## src/rtl/core/pixel_activity_rss_detector_defines.svh

```systemverilog
// assertion macros for the pixel activity detector
`ifndef PIXEL_ACTIVITY_RSS_DETECTOR_DEFINES_SVH
`define PIXEL_ACTIVITY_RSS_DETECTOR_DEFINES_SVH
`ifndef NO_ASSERTIONS
`define PARD_ASSERT(label, clk, rst_n, prop, msg) \
	label: assert property (@(posedge clk) disable iff (!rst_n) prop) else $error(msg);
`define PARD_ASSERT_NEXT(label, clk, rst_n, pre, post, msg) \
	label: assert property (@(posedge clk) disable iff (!rst_n) pre |=> post) else $error(msg);
`else
`define PARD_ASSERT(label, clk, rst_n, prop, msg)
`define PARD_ASSERT_NEXT(label, clk, rst_n, pre, post, msg)
`endif
`endif

```

## src/rtl/core/pard_pkg.sv

```systemverilog
// ----------------------------------------------------------------------------
// pard_pkg
// shared constants and types of the pixel activity detector
// ----------------------------------------------------------------------------
package pard_pkg;
	localparam int MAX_SAMPLES = 1024;
	localparam int MAX_COLS    = 4096;
	localparam int MAX_ROWS    = 4096;
	localparam int ADU_BITS    = 16;

	localparam logic [2:0] REG_GAIN  = 3'd0;
	localparam logic [2:0] REG_RVAR  = 3'd1;
	localparam logic [2:0] REG_CRIT  = 3'd2;
	localparam logic [2:0] REG_NSAMP = 3'd3;
	localparam logic [2:0] REG_NCOLS = 3'd4;
	localparam logic [2:0] REG_NROWS = 3'd5;
	localparam logic [2:0] REG_EMIT  = 3'd6;

	// finished pixel handed from the front to the back
	typedef struct packed {
		logic [11:0] row;
		logic [11:0] col;
		logic [39:0] zsum;
		logic [63:0] zsq;
		logic [16:0] k;
	} pix_t;
endpackage

```

## src/rtl/core/pard_fifo.sv

```systemverilog
// ----------------------------------------------------------------------------
// pard_fifo
// two-entry queue between front and back
// ----------------------------------------------------------------------------
module pard_fifo (
	input  logic           clk,
	input  logic           arst_n,
	input  logic           wr_valid,
	output logic           wr_ready,
	input  pard_pkg::pix_t wr_data,
	output logic           rd_valid,
	input  logic           rd_ready,
	output pard_pkg::pix_t rd_data
);
	pard_pkg::pix_t mem_q [2];
	logic wp_q, rp_q;
	logic [1:0] cnt_q;
	logic wr, rd;

	assign wr_ready = (cnt_q != 2'd2);
	assign rd_valid = (cnt_q != 2'd0);
	assign rd_data  = mem_q[rp_q];
	assign wr = wr_valid && wr_ready;
	assign rd = rd_valid && rd_ready;

	always_ff @(posedge clk) if (wr) mem_q[wp_q] <= wr_data;

	// pointers and fill count
	always_ff @(posedge clk or negedge arst_n) begin
		if (!arst_n) begin
			wp_q <= 1'b0; rp_q <= 1'b0; cnt_q <= '0;
		end else begin
			if (wr) wp_q <= ~wp_q;
			if (rd) rp_q <= ~rp_q;
			cnt_q <= cnt_q + 2'(wr) - 2'(rd);
		end
	end
endmodule

```

## config.mk

```make
export PLATFORM = sky130hd
export DESIGN_NAME = pard_fifo
export DESIGN_NICKNAME = d
export VERILOG_FILES = /design/src/rtl/core/pixel_activity_rss_detector_defines.svh /design/src/rtl/core/pard_pkg.sv /design/src/rtl/core/pard_fifo.sv
export SDC_FILE = /design/constraint.sdc
export NUM_CORES = 1
export LEC_CHECK = 0
export ABC_CLOCK_PERIOD_IN_PS = 14300
export BUFFER_PORTS_ARGS = -buffer_cell sky130_fd_sc_hd__buf_2
export CAP_MARGIN = 25
export CORE_ASPECT_RATIO = 1.75
export CORE_UTILIZATION = 25
export CTS_BUF_LIST = sky130_fd_sc_hd__clkbuf_8
export DETAILED_ROUTE_END_ITERATION = 16
export PLACE_DENSITY = 0.48
export SLEW_MARGIN = 20
export SYNTH_ARGS = -nofsm -noshare
export SYNTH_HDL_FRONTEND = slang
export SYNTH_SLANG_ARGS = --single-unit
```

## constraint.sdc

```tcl
create_clock -name clk -period 14.3 [get_ports clk]
set_input_delay 2.86 -clock clk [delete_from_list [all_inputs] [get_ports clk]]
set_output_delay 2.86 -clock clk [all_outputs]
set_load 0.01 [all_outputs]
```

==> impl_metrics.tcl <==
set metrics [dict create \
    synth.yosys.warnings 0 \
    worst_ep_arrival_time_ps 2660 \
    grt.total_usage_pct 11.3 \
    drt_pre_antenna_iters 4 \
    synth-seq-cells 294 \
    synth_cell_types 15 \
    die_y_microns 276 \
    post-place-cells 1313 \
    fin_util_pct 32.1 \
    period_share_pct 38.6 \
    drv_cap 0 \
    setup_viol 0 \
    hold_viol_final 0 \
    synth.area.top_cells "edfxtp_1, mux2_2, clkbuf_8" \
    fmax_ghz 0.181 \
    numCtsBuffers 44 \
    regArea_sq_um 8810 \
    areaGrowthSynthToFinish_pct 26.6 \
    skew_ps 12.0 \
    crit_path_start_kind "register" \
    cp-end-kind "output port" \
    multi_input_area_sq_um 1740 \
    fin_crit_ps 5520 \
    syn-cell-area_sq_um 10700 \
    wl_microns 24900 \
    postCtsSetupBuffers 0 \
    place.gp.congestion 0.734 \
    drive_gt1_share_pct 60.3 \
    grt_pass1_vias 6228 \
    worst_slew_pin_slew_ps 995 \
    synth_top_area_share_pct 81.1 \
    final_cells 1395 \
    hold_class "reg2reg" \
    clk_path_buf_depth 3 \
    worstPathMaxFanout 71 \
    ir_drop_v 0.0000960 \
    nNetsFinal 949 \
    final_antenna_net_count 0 \
    io_buffers 295 \
    yosysSeqAreaShare_pct 82.0 \
    postCtsResizedCells 0 \
    die-area_sq_um 43800 \
    worstSetupPathType "reg2out" \
    ctsHoldBuffers 0 \
    setup-tns-final_ps 0 \
    num_vias 5566 \
    grt_antenna_before_repair 8 \
    core_area_sq_um 42400 \
    slew_viol_final 0 \
    synth.net_count 619 \
    wl_per_cell_microns 17.8 \
    power_density_nw_per_um2 196 \
    leakage_nw 5.00 \
    fin_hold_ws_ps 518 \
    synth_area_per_cell_sq_um 23.0 \
    slew_headroom_pct 33.7 \
    h-tree-depth 2 \
    fillers 4198 \
    grt_overflow 0 \
    start_util_pct 25.3 \
    grt_max_degree 146 \
    total_power_mw 2.67 \
    viasPerCell 3.99 \
    yosysTopAreaCell "edfxtp_1" \
    cts_tree "built" \
    clkLatencyLatePin_ps 560 \
    syn-instance-count 468 \
    grt_pass1_wl_microns 36600 \
    drc 0 \
    num_rows 100 \
    clk_pin_slew_ps 70 \
    hpwl_microns 16600 \
    grt_setup_unrepaired "no" \
    worst_ep_required_time_ps 11440 \
    cts-root-buf "clkbuf_8" \
    clock-sinks 294 \
    pin_count 296 \
    status "finished, final reports clean" \
    die_x_microns 159 \
    drtIter0Drc 216 \
]
-- cell families after synthesis --
group	Yosys count	share of synthesized area [%]
simple gates	6	0.303
buf+inv	17	1.94
xor+xnor	4	0.326
flops	294	82.0
mux	145	15.2
fa+ha+maj	2	0.233
-- per-stage QoR --
step,setup WS [ps],instance area [sq um]
2_1_floorplan,4670,10700
3_3_place_gp,9340,12800
3_5_place_dp,9350,12800
4_1_cts,8700,13600
5_1_grt,8610,13600
6_report,8780,13600
-- worst paths after layout --
path / from / to / slack [ps] / cells past startpoint
max: rp_q / rd_data[36] / 8780 / 3
min in group asynchronous: arst_n / cnt_q[0] / 2100 / 1
max in group asynchronous: arst_n / rp_q / 12060 / 1
min: cnt_q[0] / cnt_q[0] / 520 / 1
min reg2reg: cnt_q[0] / cnt_q[0] / 520 / 1
max reg2reg: cnt_q[1] / mem_q[1][87] / 12140 / 3
-- layer usage --
metal  GRT usage [%]  share of wire (%)
met5               0               0.16
met4            6.75                4.7
met3            3.53                6.9
met2            22.9                 58
met1            9.15                 30
-- cell usage in the layout, fill, tap and decap left out, drive strengths merged --
cell type / netlist / layout
inv: 1 / 16
buf: 6 / 300
edfxtp: 290 / 290
ha: 2 / 2
clkinvlp: 0 / 2
clkinv: 0 / 11
or2: 1 / 1
mux2: 145 / 145
diode: 0 / 5
nand2: 1 / 1
dfrtp: 4 / 4
nor2: 1 / 1
clkbuf: 10 / 48
xor2: 1 / 1
and2: 1 / 1
xnor2: 3 / 3
bufinv: 0 / 1
and3: 1 / 1
nand2b: 1 / 1
-- synth_stat cells --
cell type  instances
and3_1             1
nand2b_1           1
inv_1              1
dfrtp_1            4
xnor2_1            3
xor2_1             1
or2_1              1
clkbuf_8          10
mux2_2           145
nor2_1             1
ha_1               2
edfxtp_1         290
and2_1             1
nand2_1            1
buf_6              6
-- power by group --
part,internal (mW),switching (mW)
combinational,0.349,0.440
sequential,1.18,0.0594
clock,0.325,0.310
-- worst max-delay path, cell delays in order, from the launching register on --
cell	delay, ps
dfrtp_4	630
buf_4	740
mux2_2	450
buf_2	150
-- area by class of cell --
class	instances	area share [%]
clock inverter	29	1.06
antenna	5	0.0920
tap	561	5.16
sequential	294	64.8
clock buffer	48	4.86
inverter	1	0.0276
timing repair buffer	300	11.2
multi-input combinational	157	12.8
-- state kept, by name, indices dropped and copies added (netlist names) --
name / count
wp_q: 1
rp_q: 1
cnt_q: 2
mem_q: 290
(Power assumes the default switching activity.)
