[config.mk]
export PLATFORM = sky130hd
export DESIGN_NAME = pard_front
export DESIGN_NICKNAME = d
export VERILOG_FILES = /design/src/rtl/core/pixel_activity_rss_detector_defines.svh /design/src/rtl/core/pard_pkg.sv /design/src/rtl/core/pard_front.sv
export SDC_FILE = /design/constraint.sdc
export NUM_CORES = 2
export LEC_CHECK = 0
export BUFFER_PORTS_ARGS = -buffer_cell sky130_fd_sc_hd__buf_4
export CORE_MARGIN = 2
export CORE_UTILIZATION = 40
export CTS_BUF_LIST = sky130_fd_sc_hd__clkbuf_16
export CTS_CLUSTER_DIAMETER = 40
export DETAILED_ROUTE_END_ITERATION = 8
export SYNTH_ARGS = -nofsm -noshare
export SYNTH_HDL_FRONTEND = slang
export SYNTH_SLANG_ARGS = --single-unit
[constraint.sdc]
create_clock -name clk -period 10.7 [get_ports clk]
set_clock_uncertainty 0.1 [all_clocks]
set_input_delay 1.07 -clock clk [delete_from_list [all_inputs] [get_ports clk]]
set_output_delay 1.07 -clock clk [all_outputs]
set_load 0.02 [all_outputs]
[src/rtl/core/pixel_activity_rss_detector_defines.svh]
// assertion macros for the pixel activity detector
`ifndef PIXEL_ACTIVITY_RSS_DETECTOR_DEFINES_SVH
`define PIXEL_ACTIVITY_RSS_DETECTOR_DEFINES_SVH
`ifndef NO_ASSERTIONS
`define PARD_ASSERT(label, clk, rst_n, prop, msg) \
	label: assert property (@(posedge clk) disable iff (!rst_n) prop) else $error(msg);
`define PARD_ASSERT_NEXT(label, clk, rst_n, pre, post, msg) \
	label: assert property (@(posedge clk) disable iff (!rst_n) pre |=> post) else $error(msg);
`else
`define PARD_ASSERT(label, clk, rst_n, prop, msg)
`define PARD_ASSERT_NEXT(label, clk, rst_n, pre, post, msg)
`endif
`endif

[src/rtl/core/pard_pkg.sv]
// ----------------------------------------------------------------------------
// pard_pkg
// shared constants and types of the pixel activity detector
// ----------------------------------------------------------------------------
package pard_pkg;
	localparam int MAX_SAMPLES = 1024;
	localparam int MAX_COLS    = 4096;
	localparam int MAX_ROWS    = 4096;
	localparam int ADU_BITS    = 16;

	localparam logic [2:0] REG_GAIN  = 3'd0;
	localparam logic [2:0] REG_RVAR  = 3'd1;
	localparam logic [2:0] REG_CRIT  = 3'd2;
	localparam logic [2:0] REG_NSAMP = 3'd3;
	localparam logic [2:0] REG_NCOLS = 3'd4;
	localparam logic [2:0] REG_NROWS = 3'd5;
	localparam logic [2:0] REG_EMIT  = 3'd6;

	// finished pixel handed from the front to the back
	typedef struct packed {
		logic [11:0] row;
		logic [11:0] col;
		logic [39:0] zsum;
		logic [63:0] zsq;
		logic [16:0] k;
	} pix_t;
endpackage

[src/rtl/core/pard_front.sv]
// ----------------------------------------------------------------------------
// pard_front
// transforms one sample (bit-serial square root) and accumulates per pixel
// ----------------------------------------------------------------------------
module pard_front #(
	parameter int MAX_SAMPLES = pard_pkg::MAX_SAMPLES,
	parameter int MAX_COLS    = pard_pkg::MAX_COLS,
	parameter int MAX_ROWS    = pard_pkg::MAX_ROWS,
	parameter int ADU_BITS    = pard_pkg::ADU_BITS
) (
	input  logic               clk,
	input  logic               arst_n,
	input  logic               in_valid,
	output logic               in_ready,
	input  logic [15:0]        adu,
	input  logic [23:0]        gain_recip,
	input  logic [23:0]        read_variance,
	input  logic [10:0]        num_samples,
	input  logic [12:0]        num_cols,
	input  logic [12:0]        num_rows,
	output logic               pix_valid,
	input  logic               pix_ready,
	output pard_pkg::pix_t     pix
);
	localparam logic [1:0] ST_IDLE = 2'd0;
	localparam logic [1:0] ST_SQRT = 2'd1;
	localparam logic [1:0] ST_ACC  = 2'd2;
	localparam logic [1:0] ST_OUT  = 2'd3;

	logic [1:0]  state_q;
	logic [43:0] v_q;
	logic [43:0] res_q;
	logic [4:0]  step_q;
	logic [15:0] sidx_q, col_q, row_q;
	logic [39:0] zsum_q;
	logic [63:0] zsq_q;
	logic [16:0] k_q;

	logic [15:0] adu_m;
	logic [43:0] x4;
	logic [43:0] bitv, trial;
	logic [18:0] z;
	logic [16:0] kc, ncl, nrw;

	assign adu_m = adu & 16'((32'd1 << ADU_BITS) - 1);
	assign x4 = (44'(adu_m) * 44'(gain_recip) + (44'(read_variance) << 8)) << 2;
	assign bitv  = 44'd1 << {step_q, 1'b0};
	assign trial = res_q + bitv;
	assign z = (res_q > 44'h7FFFF) ? 19'h7FFFF : res_q[18:0];

	// clamped sizes
	always_comb begin
		kc  = (num_samples < 11'd2) ? 17'd2 : 17'(num_samples);
		if (kc > 17'(MAX_SAMPLES)) kc = 17'(MAX_SAMPLES);
		ncl = (num_cols == 13'd0) ? 17'd1 : 17'(num_cols);
		if (ncl > 17'(MAX_COLS)) ncl = 17'(MAX_COLS);
		nrw = (num_rows == 13'd0) ? 17'd1 : 17'(num_rows);
		if (nrw > 17'(MAX_ROWS)) nrw = 17'(MAX_ROWS);
	end

	assign in_ready  = (state_q == ST_IDLE);
	assign pix_valid = (state_q == ST_OUT);
	assign pix = '{row: row_q[11:0], col: col_q[11:0], zsum: zsum_q, zsq: zsq_q, k: k_q};

	// sequencer: one root bit per cycle, then accumulate
	always_ff @(posedge clk or negedge arst_n) begin
		if (!arst_n) begin
			state_q <= ST_IDLE;
			sidx_q <= '0; col_q <= '0; row_q <= '0;
			zsum_q <= '0; zsq_q <= '0;
		end else begin
			case (state_q)
				ST_IDLE: if (in_valid) begin
					v_q <= x4; res_q <= '0; step_q <= 5'd21;
					state_q <= ST_SQRT;
				end
				ST_SQRT: begin
					if (v_q >= trial) begin
						v_q <= v_q - trial;
						res_q <= (res_q >> 1) + bitv;
					end else begin
						res_q <= res_q >> 1;
					end
					step_q <= step_q - 5'd1;
					if (step_q == 5'd0) state_q <= ST_ACC;
				end
				ST_ACC: begin
					if (17'(sidx_q) + 17'd1 < kc) begin
						zsum_q <= zsum_q + 40'(z);
						zsq_q <= zsq_q + 64'(38'(z) * 38'(z));
						sidx_q <= sidx_q + 16'd1;
						state_q <= ST_IDLE;
					end else begin
						zsum_q <= zsum_q + 40'(z);
						zsq_q <= zsq_q + 64'(38'(z) * 38'(z));
						k_q <= kc;
						state_q <= ST_OUT;
					end
				end
				ST_OUT: if (pix_ready) begin
					sidx_q <= '0; zsum_q <= '0; zsq_q <= '0;
					if (17'(col_q) + 17'd1 < ncl) col_q <= col_q + 16'd1;
					else begin
						col_q <= '0;
						if (17'(row_q) + 17'd1 < nrw) row_q <= row_q + 16'd1;
						else row_q <= '0;
					end
					state_q <= ST_IDLE;
				end
				default: state_q <= ST_IDLE;
			endcase
		end
	end
endmodule

==> qor.yml <==
status: "complete, no violations"
synth.avg_cell_area_sq_um: 8.66
ys_ff_latch: 258
synthToLayoutAreaGrowth_pct: 11.8
finalSetupViolations: 0
synth_top_area_frac: 0.285
synth_top_area_cell: "fa_1"
drt_first_pass_iters: 6
drt_iter0_drc: 1966
synthCells: 4995
design_area_sq_um: 48300
coreArea_sq_um: 107000
grt_pass1_wl_um: 199000
yosys.cell_count.top_type: "inv_1"
gp_congestion: 0.903
synth-edff-count: 104
relSlewSlack: 0.296
drt-total-wl_um: 122000
period_share: 0.921
min_path_type: "input pin to async pin"
overflow: 0
multi_input_area_sq_um: 32100
rows: 120
grt_pass1_vias: 36300
power.density_nw_per_um2: 349
wl_per_cell_um: 18.5
final_cell_count_no_fill: 6584
tns_ns: 0
ys_types: 82
final_nets: 6244
required_ns: 11.15
worstSetupEndpointType: "register"
cts_buffers: 61
fill_cells: 10500
tightest_slew_ns: 1.05
fp.dieH_um: 333
initial_core_util: 0.403
worstPathMaxFanout: 19
vias: 34800
total_power_mw: 16.9
drt-vias-per-instance: 5.29
clock_latency_ns: 0.67
start_kind: "register"
dp.cells: 6464
syn-cell-area_sq_um: 43200
io_buffers: 245
cts_tree: "built"
fmax_mhz: 101
finalCriticalPeriod_ns: 9.86
cts.repair.resized: 0
drv_slew: 0
io_pins: 252
critical_path_class: "register to register"
drive_gt1_frac: 0.0842
leakagePower_nw: 23.9
hold_violations: 0
cts_root_buffer: "clkbuf_16"
yosysWarningCount: 0
dp_hpwl_um: 97000
clk_pin_slew_ns: 0.06
rsz0062_at_grt: "false"
critPathMostFrequentCell: "fa_1"
rr_worst_depth: 30
synth.top_cells.by_count: "inv_1 (880), nand2_1 (680), fa_1 (615)"
grt_max_degree: 81
htreeDepth: 2
critPathArrivalTime_ns: 10.30
ys_top_cells_by_area: "fa_1 (28%), ha_1 (12%), dfrtp_1 (8.9%), inv_1 (7.6%), edfxtp_1 (7.2%)"
place_area_sq_um: 46200
drt.antenna.violating_nets: 0
antenna_found_initial: 4
drc_errors: 0
cap_violations: 0
die_w_um: 333
cts_setup_buffers: 0
cp_slowest_cell: "or4_1"
async_reset_ff_frac: 0.597
critPathMaxStageDelay_ns: 0.58
synth_ff_type: "dfrtp_1"
regArea_sq_um: 6980
grt_use_total: 0.223
peakVddDrop_uv: 424
clock_sinks: 258
dieArea_sq_um: 111000
clockBufferDepth: 3
cts_hold_buf: 0
yosysSeqAreaShare: 0.161
==> logic make-up (layout without fill, tap and decap cells) <==
logic type      count (synthesis)  count (layout)  share of synthesized area
fa+ha+maj                    1015            1015                      0.401
buf+inv                      1095            1272                     0.0985
flops                         258             258                      0.161
simple gates                 1516            1516                      0.161
compound gates                842             842                      0.123
mux                            41              41                    0.00955
other cells                     1              10                  0.0000867
xor+xnor                      227             227                     0.0460
==> sequential cells by signal (all words and copies together) (netlist names) <==
name / flops
step_q: 5
res_q: 44
row_q: 16
zsq_q: 64
k_q: 11
sidx_q: 16
v_q: 44
col_q: 16
zsum_q: 40
state_q: 2
==> placed cells by master (no fill, tap or decap), types with 137 or more instances in the layout <==
| cell | n |
|---|---|
| ha_1 | 400 |
| buf_4 | 269 |
| and2_1 | 137 |
| dfrtp_1 | 154 |
| nor2_1 | 286 |
| inv_1 | 880 |
| o21ai_0 | 237 |
| fa_1 | 615 |
| a21oi_1 | 197 |
| nand2_1 | 678 |
==> final cells by class <==
cell class	instances	share of cell area
clock inverter	51	0.0111
clock buffer	65	0.0336
antenna	4	0.000207
tap	1403	0.0363
sequential	258	0.144
inverter	886	0.0688
multi-input combinational	3647	0.664
timing repair buffer	270	0.0420
==> metrics by stage <==
step / hold WS, ns / setup slack, ns / utilization
floorplan: 0.355 / 1.84 / -
global placement: 0.371 / 1.09 / 0.431
detailed placement: 0.378 / 0.928 / 0.431
CTS: 0.257 / 0.914 / 0.451
global route: 0.277 / 0.461 / 0.451
finish: 0.261 / 0.844 / 0.451
==> routing by layer <==
layer / wire length, um / track usage
met1: 52100 / 0.292
met2: 60300 / 0.391
met3: 6570 / 0.0264
met4: 2600 / 0.0553
met5: 13 / 0
==> worst max-delay path: cells and delay by family (launching register included) <==
| kind | cells | cell delay (ns) |
|---|---|---|
| AOI/OAI and AO/OA | 5 | 1.34 |
| adders and majority gates | 8 | 3.88 |
| buffers and inverters | 7 | 0.94 |
| DFF | 1 | 0.50 |
| muxes | 1 | 0.14 |
| and+or+nand+nor | 9 | 2.80 |
==> worst paths after layout <==
path                                 from         end  slack [ns]
worst max-delay path            res_q[37]   zsq_q[63]        0.84
worst min-delay path               arst_n  zsum_q[35]        0.26
worst max register to register  res_q[37]   zsq_q[63]        0.84
worst min register to register  row_q[15]   row_q[15]        0.38
max in group asynchronous          arst_n  state_q[1]        9.08
min in group clk                row_q[15]   row_q[15]        0.38
==> where the power goes <==
part | switching (mW) | internal, mW | total (mW)
clock | 0.690 | 1.26 | 1.95
combinational | 7.48 | 5.23 | 12.7
sequential | 0.537 | 1.66 | 2.20
total | 8.71 | 8.15 | 16.9
Note: power is estimated with default switching activity, not from simulation.
