--- src/rtl/core/pixel_activity_rss_detector_defines.svh ---
// assertion macros for the pixel activity detector
`ifndef PIXEL_ACTIVITY_RSS_DETECTOR_DEFINES_SVH
`define PIXEL_ACTIVITY_RSS_DETECTOR_DEFINES_SVH
`ifndef NO_ASSERTIONS
`define PARD_ASSERT(label, clk, rst_n, prop, msg) \
	label: assert property (@(posedge clk) disable iff (!rst_n) prop) else $error(msg);
`define PARD_ASSERT_NEXT(label, clk, rst_n, pre, post, msg) \
	label: assert property (@(posedge clk) disable iff (!rst_n) pre |=> post) else $error(msg);
`else
`define PARD_ASSERT(label, clk, rst_n, prop, msg)
`define PARD_ASSERT_NEXT(label, clk, rst_n, pre, post, msg)
`endif
`endif

--- src/rtl/core/pard_pkg.sv ---
// ----------------------------------------------------------------------------
// pard_pkg
// shared constants and types of the pixel activity detector
// ----------------------------------------------------------------------------
package pard_pkg;
	localparam int MAX_SAMPLES = 1024;
	localparam int MAX_COLS    = 4096;
	localparam int MAX_ROWS    = 4096;
	localparam int ADU_BITS    = 16;

	localparam logic [2:0] REG_GAIN  = 3'd0;
	localparam logic [2:0] REG_RVAR  = 3'd1;
	localparam logic [2:0] REG_CRIT  = 3'd2;
	localparam logic [2:0] REG_NSAMP = 3'd3;
	localparam logic [2:0] REG_NCOLS = 3'd4;
	localparam logic [2:0] REG_NROWS = 3'd5;
	localparam logic [2:0] REG_EMIT  = 3'd6;

	// finished pixel handed from the front to the back
	typedef struct packed {
		logic [11:0] row;
		logic [11:0] col;
		logic [39:0] zsum;
		logic [63:0] zsq;
		logic [16:0] k;
	} pix_t;
endpackage

--- src/rtl/core/pard_back.sv ---
// ----------------------------------------------------------------------------
// pard_back
// forms rss by a restoring division of the square of the low 30 bits of the sum by k, then flags and emits
// ----------------------------------------------------------------------------
module pard_back (
	input  logic           clk,
	input  logic           arst_n,
	input  logic           pix_valid,
	output logic           pix_ready,
	input  pard_pkg::pix_t pix,
	input  logic [47:0]    rss_critical,
	input  logic           emit_all,
	output logic           out_valid,
	input  logic           out_ready,
	output logic [11:0]    pixel_row,
	output logic [11:0]    pixel_col,
	output logic [47:0]    rss_value,
	output logic           in_roi
);
	localparam logic [1:0] ST_IDLE = 2'd0;
	localparam logic [1:0] ST_MUL  = 2'd1;
	localparam logic [1:0] ST_DIV  = 2'd2;
	localparam logic [1:0] ST_OUT  = 2'd3;

	logic [1:0]  state_q;
	pard_pkg::pix_t p_q;
	logic [79:0] sq_q;
	logic [79:0] quo_q;
	logic [16:0] rem_q;
	logic [6:0]  cnt_q;
	logic [17:0] rtry;
	logic [63:0] rss_c;
	logic [47:0] rss;

	assign pix_ready = (state_q == ST_IDLE);
	assign rtry = {rem_q, sq_q[79]};
	assign rss_c = (p_q.zsq >= quo_q[63:0] && quo_q[79:64] == '0) ? p_q.zsq - quo_q[63:0]
		: 64'd0;
	assign rss = (rss_c > 64'hFFFF_FFFF_FFFF) ? 48'hFFFF_FFFF_FFFF : rss_c[47:0];

	// result valid: set when a finished pixel is emitted, cleared by its beat
	always_ff @(posedge clk or negedge arst_n) begin
		if (!arst_n) begin
			out_valid <= 1'b0;
		end else if (state_q == ST_OUT && (!out_valid || out_ready)) begin
			out_valid <= emit_all || (rss >= rss_critical);
		end else if (out_ready) begin
			out_valid <= 1'b0;
		end
	end

	// sequencer: square in the multiply state, then one quotient bit per cycle
	always_ff @(posedge clk or negedge arst_n) begin
		if (!arst_n) begin
			state_q <= ST_IDLE;
		end else begin
			case (state_q)
				ST_IDLE: if (pix_valid) begin
					p_q <= pix;
					state_q <= ST_MUL;
				end
				ST_MUL: begin
					sq_q <= 80'(p_q.zsum[29:0]) * 80'(p_q.zsum[29:0]);
					quo_q <= '0; rem_q <= '0; cnt_q <= 7'd80;
					state_q <= ST_DIV;
				end
				ST_DIV: begin
					sq_q <= sq_q << 1;
					if (rtry >= 18'(p_q.k)) begin
						rem_q <= 17'(rtry - 18'(p_q.k));
						quo_q <= {quo_q[78:0], 1'b1};
					end else begin
						rem_q <= rtry[16:0];
						quo_q <= {quo_q[78:0], 1'b0};
					end
					cnt_q <= cnt_q - 7'd1;
					if (cnt_q == 7'd1) state_q <= ST_OUT;
				end
				ST_OUT: if (!out_valid || out_ready) begin
					if (emit_all || rss >= rss_critical) begin
						pixel_row <= p_q.row;
						pixel_col <= p_q.col;
						rss_value <= rss;
						in_roi <= (rss >= rss_critical);
					end
					state_q <= ST_IDLE;
				end
				default: state_q <= ST_IDLE;
			endcase
		end
	end
endmodule
--- config.mk ---
export PLATFORM = sky130hd
export DESIGN_NAME = pard_back
export DESIGN_NICKNAME = d
export VERILOG_FILES = /design/src/rtl/core/pixel_activity_rss_detector_defines.svh /design/src/rtl/core/pard_pkg.sv /design/src/rtl/core/pard_back.sv
export SDC_FILE = /design/constraint.sdc
export NUM_CORES = 2
export LEC_CHECK = 0
export BUFFER_PORTS_ARGS = -buffer_cell sky130_fd_sc_hd__buf_2
export CORE_MARGIN = 2
export CORE_UTILIZATION = 69
export DETAILED_ROUTE_END_ITERATION = 10
export PLACE_DENSITY_LB_ADDON = 0.12
export SLEW_MARGIN = 20
export SYNTH_ARGS = -nofsm -noshare
export SYNTH_HDL_FRONTEND = slang
export SYNTH_SLANG_ARGS = --single-unit
--- constraint.sdc ---
create_clock -name clk -period 36.2 [get_ports clk]
set_input_delay 10.86 -clock clk [delete_from_list [all_inputs] [get_ports clk]]
set_output_delay 10.86 -clock clk [all_outputs]
set_load 0.02 [all_outputs]
==> impl_metrics.env <==
export IMPL_period_share_pct=38.4
export IMPL_io_buffers=262
export IMPL_syn_nets=5894
export IMPL_path_max_fanout=73
export IMPL_cts_root_buf="clkbuf_16"
export IMPL_place_area_mm2=0.0481
export IMPL_cts_inserted_buffers=45
export IMPL_drv_cap=0
export IMPL_dpl_cell_count=5596
export IMPL_synth_ff_type="edfxtp_1"
export IMPL_whs_ns=0.420
export IMPL_finalSetupTns_ns=0
export IMPL_async_reset_ff_share_pct=0.759
export IMPL_num_fill_cells=4689
export IMPL_ys_seq_area_share_pct=25.7
export IMPL_multi_input_area_mm2=0.0299
export IMPL_die_height_um=262
export IMPL_cts_sinks=395
export IMPL_finClkSkew_ns=0.0805
export IMPL_synth_largest_area_cell="fa_1"
export IMPL_cts_tree="done"
export IMPL_netlist_area_leader_share_pct=30.3
export IMPL_yosys_top_cells_count="964 x inv_1, 697 x fa_1, 409 x nand2_1, 392 x edfxtp_1, 391 x ha_1"
export IMPL_synth_distinct_cells=81
export IMPL_rsz0062_at_grt="false"
export IMPL_slew_violations=0
export IMPL_status="finished clean"
export IMPL_synth_most_common_cell="inv_1"
export IMPL_post_dp_hpwl_mm=90.1
export IMPL_post_cts_resized=0
export IMPL_clock_path_buffers=3
export IMPL_synthCells=4608
export IMPL_hp_class="flop to flop"
export IMPL_worst_pin_slew_ns=1.12
export IMPL_finalSetupViolations=0
export IMPL_holdBufCountCts=0
export IMPL_criticalPathCategory="primary input to flop"
export IMPL_slew_headroom_pct=25.6
export IMPL_postCtsSetupRepairBufs=0
export IMPL_ant_nets=0
export IMPL_vias_per_cell=5.92
export IMPL_grt_max_degree=107
export IMPL_startpoint="rss_critical[41]"
export IMPL_drive_above_1_share_pct=8.58
export IMPL_num_vias=33664
export IMPL_grt_pass1_vias=35163
export IMPL_cp_required_ns=36.44
export IMPL_end_kind="flop"
export IMPL_antenna_found_initial=5
export IMPL_startpoint_type="primary input"
export IMPL_fp_dieArea_mm2=0.0688
export IMPL_synth_area_top_cells="fa_1 30%, edfxtp_1 26%, ha_1 11%"
export IMPL_grt_overflow_total=0
export IMPL_crit_arrival_ns=14.15
export IMPL_synth_warnings=0
export IMPL_cts_clk_slew_worst_paths_ns=0.06
export IMPL_first_pass_iters=6
export IMPL_synth_seq_cells=395
export IMPL_floorplan_rows=94
export IMPL_initial_core_util_pct=69.9
export IMPL_final_cells=5684
export IMPL_grt_usage_pct=34.8
export IMPL_cts_htree_levels=2
export IMPL_synth_edf_count=392
export IMPL_routed_wl_mm=117
export IMPL_seqCellArea_mm2=0.0118
export IMPL_grt_pass1_wl_mm=188
export IMPL_synth_area_per_cell_um2=9.99
export IMPL_final_area_mm2=0.0497
export IMPL_finalHoldViolCount=0
export IMPL_worstHoldStart="p_q[137]"
export IMPL_syn_to_final_growth_pct=8.00
export IMPL_syn_area_mm2=0.0461
export IMPL_fmax_mhz=71.9
export IMPL_drt_iter0_drc=2934
export IMPL_coreArea_mm2=0.0659
export IMPL_gp_congestion=0.947
export IMPL_final_nets=6065
export IMPL_worstSkewPairLatency_ns=0.63
export IMPL_min_period_ns=13.90
export IMPL_die_w_um=262
export IMPL_drc=0
export IMPL_r2r_start="p_q[87]"
export IMPL_pin_count=273
export IMPL_detail_route_wl_per_cell_um=20.6
[per-layer routing]
metal | track usage (%) | vias up | wire length (µm)
li1 | - | 15174 | -
met1 | 48.1 | 16719 | 46000
met2 | 56.8 | 1473 | 55900
met3 | 5.58 | 298 | 10500
met4 | 11.9 | 0 | 4620
met5 | 0 | - | 0
[worst max-delay path, stage by stage]
cell,delay [ns]
buf_2,0.08
inv_1,0.04
ha_1,0.30
a21o_1,0.18
a21o_1,0.16
a21o_1,0.18
a21o_1,0.17
a21oi_1,0.15
nor2_1,0.06
a2111oi_0,0.33
o31ai_1,0.18
a211oi_1,0.83
nor4b_2,0.12
buf_4,0.42
[logic make-up (layout without fill, tap and decap cells)]
| family | count (synthesis) | in the layout | share of synthesized area [%] |
|---|---|---|---|
| buffers and inverters | 1156 | 1363 | 9.46 |
| AO/OA/AOI/OAI | 665 | 665 | 8.95 |
| adder cells (fa/ha/maj) | 1088 | 1088 | 40.9 |
| flip-flops | 395 | 395 | 25.7 |
| XOR/XNOR | 128 | 128 | 2.43 |
| other | 0 | 5 | 0 |
| multiplexers | 27 | 27 | 0.614 |
| AND/OR/NAND/NOR | 1149 | 1149 | 11.9 |
[through the flow]
step / util, % / setup slack [ns]
2_1_floorplan: - / 15.61
3_3_place_gp: 73.1 / 21.79
3_5_place_dp: 73.1 / 21.71
4_1_cts: 75.5 / 22.36
5_1_grt: 75.5 / 22.05
6_report: 75.5 / 22.30
[cells in the final DEF (no fill, tap or decap), types with 9 or more instances in the layout]
cell type,synthesis,routed
ha_1,391,390
nand2_1,409,409
nor2b_1,24,24
buf_4,1,43
nand3_1,39,39
o31ai_1,13,13
clkinv_1,8,14
mux2_2,9,9
o21ai_1,22,21
mux2i_1,17,17
or3_1,17,17
and2_1,199,198
a21oi_1,229,229
inv_1,964,964
o21bai_1,34,34
and3_1,18,17
xor2_1,44,44
a211oi_1,17,17
o21ai_0,134,134
or2_2,14,14
nor2_1,238,238
a21o_1,81,81
xnor2_1,84,83
edfxtp_1,392,392
o21a_1,17,17
clkbuf_16,0,45
fa_1,697,697
a31oi_1,24,24
nand2b_1,9,9
buf_2,6,262
a21boi_0,10,10
nor3_1,92,92
nand4_1,47,47
nor4_1,16,16
[registers in the layout, summed over array words and instances (netlist names)]
register / cells
cnt_q: 7
in_roi: 1
out_valid: 1
p_q: 135
pixel_col: 12
pixel_row: 12
quo_q: 80
rem_q: 17
rss_value: 48
sq_q: 80
state_q: 2
[layout make-up]
| class | instances | area share [%] |
|---|---|---|
| multi-input cells | 3057 | 60.1 |
| diodes | 5 | 0.0252 |
| clock buffers | 56 | 2.41 |
| repair buffers | 305 | 3.29 |
| clock inverters | 27 | 0.785 |
| inverters | 975 | 7.36 |
| well taps | 864 | 2.17 |
| flip-flops and latches | 395 | 23.8 |
[path summary, 6_finish.rpt]
check | end | slack [ns] | depth (start not counted)
min in group asynchronous | state_q[0] | 10.06 | 1
worst max register to register | sq_q[52] | 26.63 | 27
worst min register to register | pixel_row[4] | 0.42 | 0
max in group asynchronous | state_q[1] | 26.01 | 1
worst min-delay path | pixel_row[4] | 0.42 | 0
worst max-delay path | rss_value[21] | 22.30 | 14
Power is left out: the tool's default activity adds up to more than one toggle a clock period on the data nets, which glitch-free logic cannot reach.
